===== config.mk =====
export PLATFORM = sky130hd
export DESIGN_NAME = matmul_with_gradients_core
export DESIGN_NICKNAME = d
export VERILOG_FILES = /design/src/rtl/mwg_pkg.sv /design/src/rtl/matmul_with_gradients_core.sv /design/src/rtl/mwg_ram.sv
export SDC_FILE = /design/constraint.sdc
export NUM_CORES = 2
export LEC_CHECK = 0
export BUFFER_PORTS_ARGS = -buffer_cell sky130_fd_sc_hd__buf_2
export CORE_ASPECT_RATIO = 0.5
export CORE_MARGIN = 4
export CORE_UTILIZATION = 40
export CTS_BUF_LIST = sky130_fd_sc_hd__clkbuf_8
export DETAILED_ROUTE_END_ITERATION = 8
export PLACE_DENSITY = 0.61
export RECOVER_POWER = 100
export SLEW_MARGIN = 40
export SYNTH_ARGS = -nofsm -noshare
export SYNTH_HDL_FRONTEND = slang
export SYNTH_SLANG_ARGS = --single-unit

===== constraint.sdc =====
create_clock -name clk_i -period 8.36 [get_ports clk_i]
set_clock_uncertainty 0.15 [all_clocks]
set_input_delay 1.254 -clock clk_i [delete_from_list [all_inputs] [get_ports clk_i]]
set_output_delay 1.254 -clock clk_i [all_outputs]
set_load 0.005 [all_outputs]

===== src/rtl/mwg_pkg.sv =====
`timescale 1ns / 1ps
package mwg_pkg;

  localparam int MaxDimDefault = 4;
  localparam int CfgIdxW       = 4;
  localparam int CfgDataW      = 3;

  typedef enum logic [1:0] {
    ACT_LOAD_A  = 2'd0,
    ACT_LOAD_B  = 2'd1,
    ACT_LOAD_DC = 2'd2,
    ACT_COMPUTE = 2'd3
  } action_e;

  typedef enum logic [1:0] {
    WHICH_C  = 2'd0,
    WHICH_DA = 2'd1,
    WHICH_DB = 2'd2
  } which_e;

  typedef enum logic [CfgIdxW-1:0] {
    CFG_MODE    = 4'd0,
    CFG_ROWS_P  = 4'd1,
    CFG_INNER_Q = 4'd2,
    CFG_COLS_R  = 4'd3
  } cfg_idx_e;

  typedef struct packed {
    logic [1:0]         action;
    logic [1:0]         row;
    logic [1:0]         col;
    logic signed [15:0] value;
  } in_t;

  typedef struct packed {
    logic [1:0]         which;
    logic [1:0]         out_row;
    logic [1:0]         out_col;
    logic signed [39:0] sum;
    logic               last;
  } out_t;

endpackage


===== src/rtl/matmul_with_gradients_core.sv =====
`timescale 1ns / 1ps
// Matrix multiply with gradients on small on-chip stores of A, B and dC (signed
// Q8.8, row-major, address row*MAX_DIM+col). A load transaction writes one
// element and is dropped when its indices fall outside the effective sizes
// (each size register clamps to 1 .. min(MAX_DIM,4)). A compute transaction
// runs a microcoded sequence: mode 0 emits C = A*B, mode 1 emits dA = dC*B^T
// then dB = A^T*dC, row-major, with last set on the final result. Each result
// loops over the inner length: read the stores, register the 16x16 product,
// accumulate into a 40-bit Q24.16 sum; then it is emitted.
// Input stays stalled from the compute transaction until its last result enters
// the output register; a stalled output holds the sequence at its emit step.
// Configuration writes are taken at any time and should be made while idle.
module matmul_with_gradients_core import mwg_pkg::*; #(
  parameter int MAX_DIM = MaxDimDefault
) (
  input  logic                clk_i,
  input  logic                rst_ni,
  input  logic                cfg_valid_i,
  output logic                cfg_ready_o,
  input  logic [CfgIdxW-1:0]  cfg_index_i,
  input  logic [CfgDataW-1:0] cfg_data_i,
  input  logic                in_valid_i,
  output logic                in_ready_o,
  input  in_t                 in_data_i,
  output logic                out_valid_o,
  input  logic                out_ready_i,
  output out_t                out_data_o
);

  localparam int DimLim   = (MAX_DIM < 4) ? MAX_DIM : 4;
  localparam int Depth    = MAX_DIM * MAX_DIM;
  localparam int StoreAw  = (Depth > 1) ? $clog2(Depth) : 1;

  localparam logic [2:0] UpcIdle = 3'd0;
  localparam logic [2:0] UpcRead = 3'd1;
  localparam logic [2:0] UpcMul  = 3'd2;
  localparam logic [2:0] UpcAcc  = 3'd3;
  localparam logic [2:0] UpcEmit = 3'd4;

  typedef enum logic [1:0] {
    COND_START  = 2'd0,
    COND_ALWAYS = 2'd1,
    COND_KLOOP  = 2'd2,
    COND_EMIT   = 2'd3
  } cond_e;

  typedef struct packed {
    logic       rd;
    logic       mul;
    logic       acc;
    logic       emit;
    cond_e      cond;
    logic [2:0] next;
    logic [2:0] target;
  } uword_t;

  function automatic uword_t rom_word(input logic [2:0] upc);
    uword_t w;
    w = '{rd: 1'b0, mul: 1'b0, acc: 1'b0, emit: 1'b0, cond: COND_START,
          next: UpcRead, target: UpcIdle};
    case (upc)
      UpcRead: begin
        w.rd   = 1'b1;
        w.cond = COND_ALWAYS;
        w.next = UpcMul;
      end
      UpcMul: begin
        w.mul  = 1'b1;
        w.cond = COND_ALWAYS;
        w.next = UpcAcc;
      end
      UpcAcc: begin
        w.acc    = 1'b1;
        w.cond   = COND_KLOOP;
        w.next   = UpcEmit;
        w.target = UpcRead;
      end
      UpcEmit: begin
        w.emit   = 1'b1;
        w.cond   = COND_EMIT;
        w.next   = UpcRead;
        w.target = UpcIdle;
      end
      default: begin
        w.cond = COND_START;
        w.next = UpcRead;
      end
    endcase
    return w;
  endfunction

  function automatic logic [2:0] eff_dim(input logic [2:0] v);
    logic [2:0] r;
    if (v == 3'd0) begin
      r = 3'd1;
    end else if (v > 3'(DimLim)) begin
      r = 3'(DimLim);
    end else begin
      r = v;
    end
    return r;
  endfunction

  function automatic logic [StoreAw-1:0] addr_of(input logic [1:0] r, input logic [1:0] c);
    logic [7:0] t;
    t = 8'(r) * 8'(MAX_DIM) + 8'(c);
    return t[StoreAw-1:0];
  endfunction

  logic        mode_q;
  logic [2:0]  rows_q, inner_q, cols_q;
  logic [2:0]  dim_p, dim_q, dim_r;
  logic [2:0]  upc_q, upc_d;
  uword_t      uw;
  which_e      phase_q;
  logic [1:0]  i_q, j_q, k_q;
  logic [2:0]  lim_i, lim_j, lim_k;
  logic        i_last, j_last, k_last, run_done;
  logic signed [31:0] prod_q;
  logic signed [39:0] acc_q;
  logic        out_valid_q;
  out_t        out_q;
  logic        can_emit;
  logic        in_acc, start;
  action_e     act;

  logic               a_we, b_we, dc_we;
  logic [StoreAw-1:0] wr_addr, a_raddr, b_raddr, dc_raddr;
  logic [15:0]        a_rdata, b_rdata, dc_rdata;
  logic signed [15:0] op_x, op_y;

  assign cfg_ready_o = 1'b1;

  always_ff @(posedge clk_i or negedge rst_ni) begin
    if (!rst_ni) begin
      mode_q  <= 1'b0;
      rows_q  <= 3'd4;
      inner_q <= 3'd4;
      cols_q  <= 3'd4;
    end else if (cfg_valid_i) begin
      case (cfg_index_i)
        CFG_MODE:    mode_q  <= cfg_data_i[0];
        CFG_ROWS_P:  rows_q  <= cfg_data_i;
        CFG_INNER_Q: inner_q <= cfg_data_i;
        CFG_COLS_R:  cols_q  <= cfg_data_i;
        default: ;
      endcase
    end
  end

  assign dim_p = eff_dim(rows_q);
  assign dim_q = eff_dim(inner_q);
  assign dim_r = eff_dim(cols_q);

  assign uw         = rom_word(upc_q);
  assign in_ready_o = (upc_q == UpcIdle);
  assign in_acc     = in_valid_i && in_ready_o;
  assign act        = action_e'(in_data_i.action);
  assign start      = in_acc && (act == ACT_COMPUTE);

  assign wr_addr = addr_of(in_data_i.row, in_data_i.col);
  assign a_we  = in_acc && (act == ACT_LOAD_A) &&
                 ({1'b0, in_data_i.row} < dim_p) && ({1'b0, in_data_i.col} < dim_q);
  assign b_we  = in_acc && (act == ACT_LOAD_B) &&
                 ({1'b0, in_data_i.row} < dim_q) && ({1'b0, in_data_i.col} < dim_r);
  assign dc_we = in_acc && (act == ACT_LOAD_DC) &&
                 ({1'b0, in_data_i.row} < dim_p) && ({1'b0, in_data_i.col} < dim_r);

  always_comb begin
    case (phase_q)
      WHICH_DA: begin
        lim_i = dim_p;
        lim_j = dim_q;
        lim_k = dim_r;
      end
      WHICH_DB: begin
        lim_i = dim_q;
        lim_j = dim_r;
        lim_k = dim_p;
      end
      default: begin
        lim_i = dim_p;
        lim_j = dim_r;
        lim_k = dim_q;
      end
    endcase
  end

  assign i_last   = ({1'b0, i_q} + 3'd1) == lim_i;
  assign j_last   = ({1'b0, j_q} + 3'd1) == lim_j;
  assign k_last   = ({1'b0, k_q} + 3'd1) == lim_k;
  assign run_done = i_last && j_last && (phase_q == (mode_q ? WHICH_DB : WHICH_C));
  assign can_emit = !out_valid_q || out_ready_i;

  always_comb begin
    a_raddr  = addr_of(i_q, k_q);
    b_raddr  = addr_of(k_q, j_q);
    dc_raddr = addr_of(i_q, k_q);
    case (phase_q)
      WHICH_DA: begin
        b_raddr = addr_of(j_q, k_q);
      end
      WHICH_DB: begin
        a_raddr  = addr_of(k_q, i_q);
        dc_raddr = addr_of(k_q, j_q);
      end
      default: ;
    endcase
  end

  mwg_ram #(.WIDTH(16), .DEPTH(Depth)) u_a_store (
    .clk_i   (clk_i),
    .we_i    (a_we),
    .waddr_i (wr_addr),
    .wdata_i (in_data_i.value),
    .re_i    (uw.rd),
    .raddr_i (a_raddr),
    .rdata_o (a_rdata)
  );

  mwg_ram #(.WIDTH(16), .DEPTH(Depth)) u_b_store (
    .clk_i   (clk_i),
    .we_i    (b_we),
    .waddr_i (wr_addr),
    .wdata_i (in_data_i.value),
    .re_i    (uw.rd),
    .raddr_i (b_raddr),
    .rdata_o (b_rdata)
  );

  mwg_ram #(.WIDTH(16), .DEPTH(Depth)) u_dc_store (
    .clk_i   (clk_i),
    .we_i    (dc_we),
    .waddr_i (wr_addr),
    .wdata_i (in_data_i.value),
    .re_i    (uw.rd),
    .raddr_i (dc_raddr),
    .rdata_o (dc_rdata)
  );

  assign op_x = (phase_q == WHICH_C) ? signed'(a_rdata) : signed'(dc_rdata);
  assign op_y = (phase_q == WHICH_DB) ? signed'(a_rdata) : signed'(b_rdata);

  always_ff @(posedge clk_i) begin
    if (uw.mul) begin
      prod_q <= op_x * op_y;
    end
  end

  always_comb begin
    upc_d = upc_q;
    case (uw.cond)
      COND_START:  upc_d = start ? uw.next : upc_q;
      COND_ALWAYS: upc_d = uw.next;
      COND_KLOOP:  upc_d = k_last ? uw.next : uw.target;
      COND_EMIT: begin
        if (can_emit) begin
          upc_d = run_done ? uw.target : uw.next;
        end
      end
      default: upc_d = UpcIdle;
    endcase
  end

  always_ff @(posedge clk_i or negedge rst_ni) begin
    if (!rst_ni) begin
      upc_q   <= UpcIdle;
      phase_q <= WHICH_C;
      i_q     <= 2'd0;
      j_q     <= 2'd0;
      k_q     <= 2'd0;
    end else begin
      upc_q <= upc_d;
      if (start) begin
        phase_q <= mode_q ? WHICH_DA : WHICH_C;
        i_q     <= 2'd0;
        j_q     <= 2'd0;
        k_q     <= 2'd0;
      end
      if (uw.acc) begin
        k_q <= k_last ? 2'd0 : k_q + 2'd1;
      end
      if (uw.emit && can_emit) begin
        if (j_last) begin
          j_q <= 2'd0;
          if (i_last) begin
            i_q <= 2'd0;
            if (phase_q == WHICH_DA) begin
              phase_q <= WHICH_DB;
            end
          end else begin
            i_q <= i_q + 2'd1;
          end
        end else begin
          j_q <= j_q + 2'd1;
        end
      end
    end
  end

  always_ff @(posedge clk_i) begin
    if (start || (uw.emit && can_emit)) begin
      acc_q <= '0;
    end else if (uw.acc) begin
      acc_q <= acc_q + {{8{prod_q[31]}}, prod_q};
    end
  end

  always_ff @(posedge clk_i or negedge rst_ni) begin
    if (!rst_ni) begin
      out_valid_q <= 1'b0;
    end else if (uw.emit && can_emit) begin
      out_valid_q <= 1'b1;
    end else if (out_ready_i) begin
      out_valid_q <= 1'b0;
    end
  end

  always_ff @(posedge clk_i) begin
    if (uw.emit && can_emit) begin
      out_q.which   <= phase_q;
      out_q.out_row <= i_q;
      out_q.out_col <= j_q;
      out_q.sum     <= acc_q;
      out_q.last    <= run_done;
    end
  end

  assign out_valid_o = out_valid_q;
  assign out_data_o  = out_q;

endmodule


===== src/rtl/mwg_ram.sv =====
`timescale 1ns / 1ps
module mwg_ram #(
  parameter int WIDTH = 16,
  parameter int DEPTH = 16,
  localparam int AW   = (DEPTH > 1) ? $clog2(DEPTH) : 1
) (
  input  logic             clk_i,
  input  logic             we_i,
  input  logic [AW-1:0]    waddr_i,
  input  logic [WIDTH-1:0] wdata_i,
  input  logic             re_i,
  input  logic [AW-1:0]    raddr_i,
  output logic [WIDTH-1:0] rdata_o
);

  logic [WIDTH-1:0] mem_q [DEPTH];
  logic [WIDTH-1:0] rdata_q;

  always_ff @(posedge clk_i) begin
    if (we_i) begin
      mem_q[waddr_i] <= wdata_i;
    end
    if (re_i) begin
      rdata_q <= mem_q[raddr_i];
    end
  end

  assign rdata_o = rdata_q;

endmodule

=== Yosys cells after proc, flatten, opt, wreduce, memory -nomap -nowiden ===
Memories as Yosys holds them, arrays and structs flattened. A register that Yosys moved wholly into a read port is not among the register bits.
Index checks and enable logic that the tools add are counted.

* RAM bits: 768
* Logic and storage cells: 143
* Memories kept: 3
* Bits of input ports: 34
* Flip-flop bits (word level): 141
* Output and inout port bits: 50

{| class="wikitable"
|+ Memories
! memory !! words !! bits a word !! rd ports !! clocked after Yosys merged registers in !! wr ports !! RTL line !! RTL
|-
| u_a_store.mem_q || 16 || 16 || 1 || 1 || 1 || mwg_ram.sv:16 || <nowiki>logic [WIDTH-1:0] mem_q [DEPTH];</nowiki>
|-
| u_b_store.mem_q || 16 || 16 || 1 || 1 || 1 || mwg_ram.sv:16 ||
|-
| u_dc_store.mem_q || 16 || 16 || 1 || 1 || 1 || mwg_ram.sv:16 ||
|}

* Eq/ne operators: 21
* Reductions and logical operators: 33
* Add/subtract/negate cells: 12
* $mul: 1
* Magnitude comparators: 7
* Multiplexer cells: 49

{| class="wikitable"
|+ Operators with widths
! kind !! number
|-
| adder 40 bit || 1
|-
| 2-to-1 mux 3 bit || 12
|-
| multiplier 16 x 16 -> 32 bit || 1
|-
| 2-to-1 mux 16 bit || 2
|-
| 2-to-1 mux 2 bit || 15
|-
| adder 4 x 2 -> 4 bit || 5
|-
| one-hot mux 5 bit (4 select lines) || 1
|-
| logical AND 1 bit || 14
|-
| 2-to-1 mux 1 bit || 14
|-
| logical NOT 3 bit || 4
|-
| < comparator 2 x 3 -> 1 bit || 4
|-
| 2-to-1 mux 4 bit || 3
|-
| one-hot mux 3 bit (4 select lines) || 1
|-
| equality test 2 bit (second input constant) || 5
|-
| AND reduction 2 bit || 5
|-
| adder 2 x 1 -> 3 bit (second input constant) || 3
|-
| equality test 3 bit || 3
|-
| greater-than comparator 3 bit (second input constant) || 3
|-
| equality test 4 x 2 -> 1 bit (second input constant) || 2
|-
| adder 2 x 1 -> 2 bit (second input constant) || 3
|-
| equality test 2 x 1 -> 1 bit (second input constant) || 3
|-
| equality test 3 x 2 -> 1 bit (second input constant) || 2
|-
| logical NOT 2 bit || 3
|-
| one-hot mux 3 bit (2 select lines) || 1
|-
| other kinds (9) || 13
|}

=== Logic depth before layout (Yosys ltp) ===
* Depth after elaboration: 10
* Mapped depth: 31

=== By module ===
Synthesis repeated with hierarchy kept, for this count alone.

* Cell total of the unflattened synthesis: 3158
* Area, all modules: 48089.9 µm²

{| class="wikitable"
|+ By module, submodules not included
! module !! area each (µm²) !! times used !! cells an instance
|-
| mwg_ram (u_b_store ...) || 10203.5 || 2 || 432
|-
| matmul_with_gradients_core || 17480.5 || 1 || 1862
|-
| mwg_ram (u_a_store) || 10202.3 || 1 || 432
|}

=== Worst setup path after synthesis ===
OpenSTA, ideal clock, no wires.

* Path kind: register to register
* Start: register phase_q[0]
* End: register prod_q[30] (data pin)
* Cell stages (with the launch flop): 25
* Setup slack: 464 ps
* Data arrival time: 7589 ps
* Period minus slack after synthesis: 7896 ps
* Setup time: 158 ps
* Path through: dfrtp_1 -> inv_1 -> ha_1 -> buf_2 -> buf_1 -> buf_1 -> mux2_2 -> nand2_1 -> inv_1 -> fa_1 -> fa_1 -> inv_1 -> fa_1 -> fa_1 -> fa_1 -> fa_1 -> inv_1 -> ha_1 -> a21o_1 -> a21o_1 -> a32oi_1 -> o21ai_0 -> o41ai_2 -> or4b_1 -> o211ai_1

* Word-level cells in the longest chain between the ends: 3
* Elaborated cells between the ends (all ways): 5
* Those cells by class: 1 x mul; 1 x eq/ne; 2 x mux; 1 x reduce/logical

{| class="wikitable"
|+ RTL lines
! what !! RTL line !! RTL
|-
| from (decl) || matmul_with_gradients_core.sv:115 || <nowiki>which_e phase_q;</nowiki>
|-
| from (signal assigned) || matmul_with_gradients_core.sv:275 || <nowiki>phase_q <= mode_q ? WHICH_DA : WHICH_C;</nowiki>
|-
| equality test 2 bit or logical NOT 2 bit (tied branches) || matmul_with_gradients_core.sv:242, matmul_with_gradients_core.sv:241 ||
|-
| 2-to-1 mux 16 bit (on tied branches) || matmul_with_gradients_core.sv:242, matmul_with_gradients_core.sv:241 ||
|-
| multiplier 16 x 16 -> 32 bit (*) || matmul_with_gradients_core.sv:246 || <nowiki>prod_q <= op_x * op_y;</nowiki>
|-
| to (signal assigned) || matmul_with_gradients_core.sv:246 ||
|-
| to (decl) || matmul_with_gradients_core.sv:119 || <nowiki>logic signed [31:0] prod_q;</nowiki>
|}

Mark *: on every way between the ends. The rest lies on a longest branch, timed or not.
A chain may end at the register's enable or synchronous reset.

=== Final worst setup path ===
* Start: register phase_q[1]
* End: register prod_q[30] (data pin)

The elaborated chain is that of the path after synthesis.

==> out/results.tsv <==
metric	value	unit
Gate Count Post-Synth	3210	
Setup Total Neg Slack	0	ns
Synth Flop Type	edfxtp_1	
overall routing resource usage	0.184	
fin crit share	0.955	
outcome	finished with violations	
row count	89	
yosys synthesis warning count	0	
Post-synth EDFFs	895	
# clock sinks	957	
Die Ht	253	um
htree depth	4	
leading post-synthesis cells by instance count	edfxtp_1 (895), inv_1 (319), nand2_1 (306)	
Hold Buf Count CTS	0	
post-CTS setup buffers	0	
area share of the largest cell type after synthesis	0.558	
Post-synth ARST share	0.0230	
antenna violations before repair	8	
Hold Violations, Final	0	
initial DRC count	2404	
layout cells sized above 1	0.145	
DR WL/cell	22.5	um
Die Footprint	0.126	sq mm
post-route insts no fill	5105	
IO Port Bufs	82	
CP endpoint kind	register	
DIE WIDTH	499	um
distinct cell type count after synthesis	83	
number of synthesized register bits	957	
IO Pins	84	
Relative slew margins	-1.12	
Post-Syn Area	0.0481	sq mm
syn_area_per_cell	15.0	sq um
largest area contributor in the netlist	edfxtp_1	
crit path max fanout	12	
Max clock buf depth	3	
initial core utilization	0.406	
P&R area growth vs syn	10.5	%
pins over their slew limit	1348	
dpl cells	4857	
Worst-path clk slew	0.07	ns
top cells by area, synth	edfxtp_1 (56%), fa_1 (11%), mux4_2 (9.0%)	
cell with the most instances after synthesis	edfxtp_1	
Worst Setup Path Type	register to register	
first-pass GRT wire length	175	mm
Hold Crit Class	register to register	
Num CTS Buffers	143	
TritonCTS clock tree	done	
DR vias	27092	
DRC Markers	0	
synthesized net count	3638	
routed wire length	115	mm
CTS resizes	0	
GPL Wtd Cong	0.892	
layout filler cell count	10574	
Worst Tran Pin Value	3.18	ns
vias per inst	5.31	
failing checks	capacitance limit, slew limit	
gr ovfl total	0	
Worst setup SP type	register	
register area	0.0282	sq mm
Clk Latency, worst-skew pair	0.84	ns
CP Data Arrival Time	8.41	ns
core region area	0.119	sq mm
pin count of the biggest net entering global routing	54	
Min Clock Period, post-route	7.98	ns
vias in the first global route	28123	
DRT Pass-1 Iters	5	
Setup violations, final	0	
Fmax achieved	0.125	GHz
RSZ-0062 raised after global routing	false	
Final ANT Viol Nets	0	
Worst EP required	8.79	ns
sequential fraction of the synthesis area	0.586	
Root Buffer	clkbuf_8	
multi-input logic area	0.0183	sq mm
fin nets	3838	
HPWL after detailed placement	76.0	mm
Max-Cap Viols	40	
[cell families after synthesis]
family	synth area share
flops	0.586
simple gates	0.0648
buf+inv	0.0350
fa+ha+maj	0.143
compound gates	0.0492
mux	0.107
xor+xnor	0.0136
other cells	0.0000779
[cell type report]
class                           count  area share
Timing Repair Buffer              175      0.0169
Tap cell                         1592      0.0374
Inverter                          319      0.0225
Clock buffer                      144      0.0372
Sequential cell                   957       0.531
Multi-Input combinational cell   1814       0.344
Clock inverter                    101      0.0110
Antenna cell                        3    0.000141
[metrics by stage]
stage / area (sq um) / setup WS (ns) / utilization / hold WS [ns]
global placement: 50900 / 0.439 / 0.429 / 0.309
detailed placement: 51100 / 0.450 / 0.430 / 0.313
floorplan: 48100 / 0.464 / - / 0.276
global route: 53200 / 0.0151 / 0.448 / 0.323
CTS: 53700 / 0.449 / 0.452 / 0.176
finish: 53200 / 0.378 / 0.448 / 0.313
[state kept, by name, indices dropped and copies added (netlist names)]
name / cells
i_q: 2
out_valid_o: 1
u_a_store.mem_q: 256
u_a_store.rdata_o: 16
upc_q: 3
out_data_o: 47
u_dc_store.rdata_o: 16
prod_q: 32
inner_q: 3
mode_q: 1
phase_q: 2
acc_q: 40
k_q: 2
u_b_store.rdata_o: 16
u_b_store.mem_q: 256
cols_q: 3
u_dc_store.mem_q: 256
rows_q: 3
j_q: 2
[path summary, 6_finish.rpt]
| check | slack, ns | startpoint | cells after the start | to |
|---|---|---|---|---|
| worst max register to register | 0.38 | phase_q[1] | 25 | prod_q[30] |
| worst min register to register | 0.31 | acc_q[4] | 0 | out_data_o[5] |
| max in group asynchronous | 6.80 | rst_ni | 1 | i_q[0] |
| worst min-delay path | 0.31 | acc_q[4] | 0 | out_data_o[5] |
| min in group asynchronous | 0.52 | rst_ni | 1 | inner_q[0] |
| worst max-delay path | 0.38 | phase_q[1] | 25 | prod_q[30] |
[critical path, stage by stage (launching register included)]
cell and delay [ns]:
dfrtp_1 0.43, inv_1 0.10, ha_1 0.53, buf_4 0.31, mux2_1 0.61, nand2_1 0.20, fa_1 0.48, fa_1 0.55
inv_1 0.05, fa_1 0.49, inv_1 0.06, fa_1 0.52, inv_1 0.05, fa_1 0.49, fa_1 0.41, ha_1 0.36
nand3_1 0.12, a21oi_1 0.16, a21oi_1 0.09, a221oi_1 0.39, clkbuf_1 0.25, nand4_1 0.17, o21ai_0 0.34, o41ai_2 0.14
or4b_1 0.18, o211ai_1 0.08
[layout by cell type (no fill, tap or decap), types with 8 or more instances in the layout]
cell type and instances:
nand2_1 306, and2_0 33, a211oi_1 59, o211ai_1 8, dfrtp_1 19, o21ai_0 44, a31oi_1 53, fa_1 263
edfxtp_1 895, xor2_1 24, dfxtp_1 40, ha_1 130, and3_1 8, nor2b_1 13, xnor2_1 51, clkinv_2 9
o21a_1 10, mux2i_1 35, buf_2 30, a21oi_1 91, o21bai_1 11, and2_1 24, nand2b_1 15, buf_4 45
inv_1 373, mux4_2 192, mux2_2 35, clkbuf_8 144, clkbuf_1 95, clkinv_1 19, nor3_1 15, nand3_1 33
a21o_1 36, nor2_1 226
[routing by layer]
metal,vias up,global-route usage,share of wire
li1,12091,-,-
met1,13958,0.257,0.45
met2,856,0.289,0.46
met3,181,0.0446,0.072
met4,6,0.0490,0.020
met5,-,0,0.00036
Power is left out: the tool's default activity adds up to more than one toggle a clock period on the data nets, which glitch-free logic cannot reach.
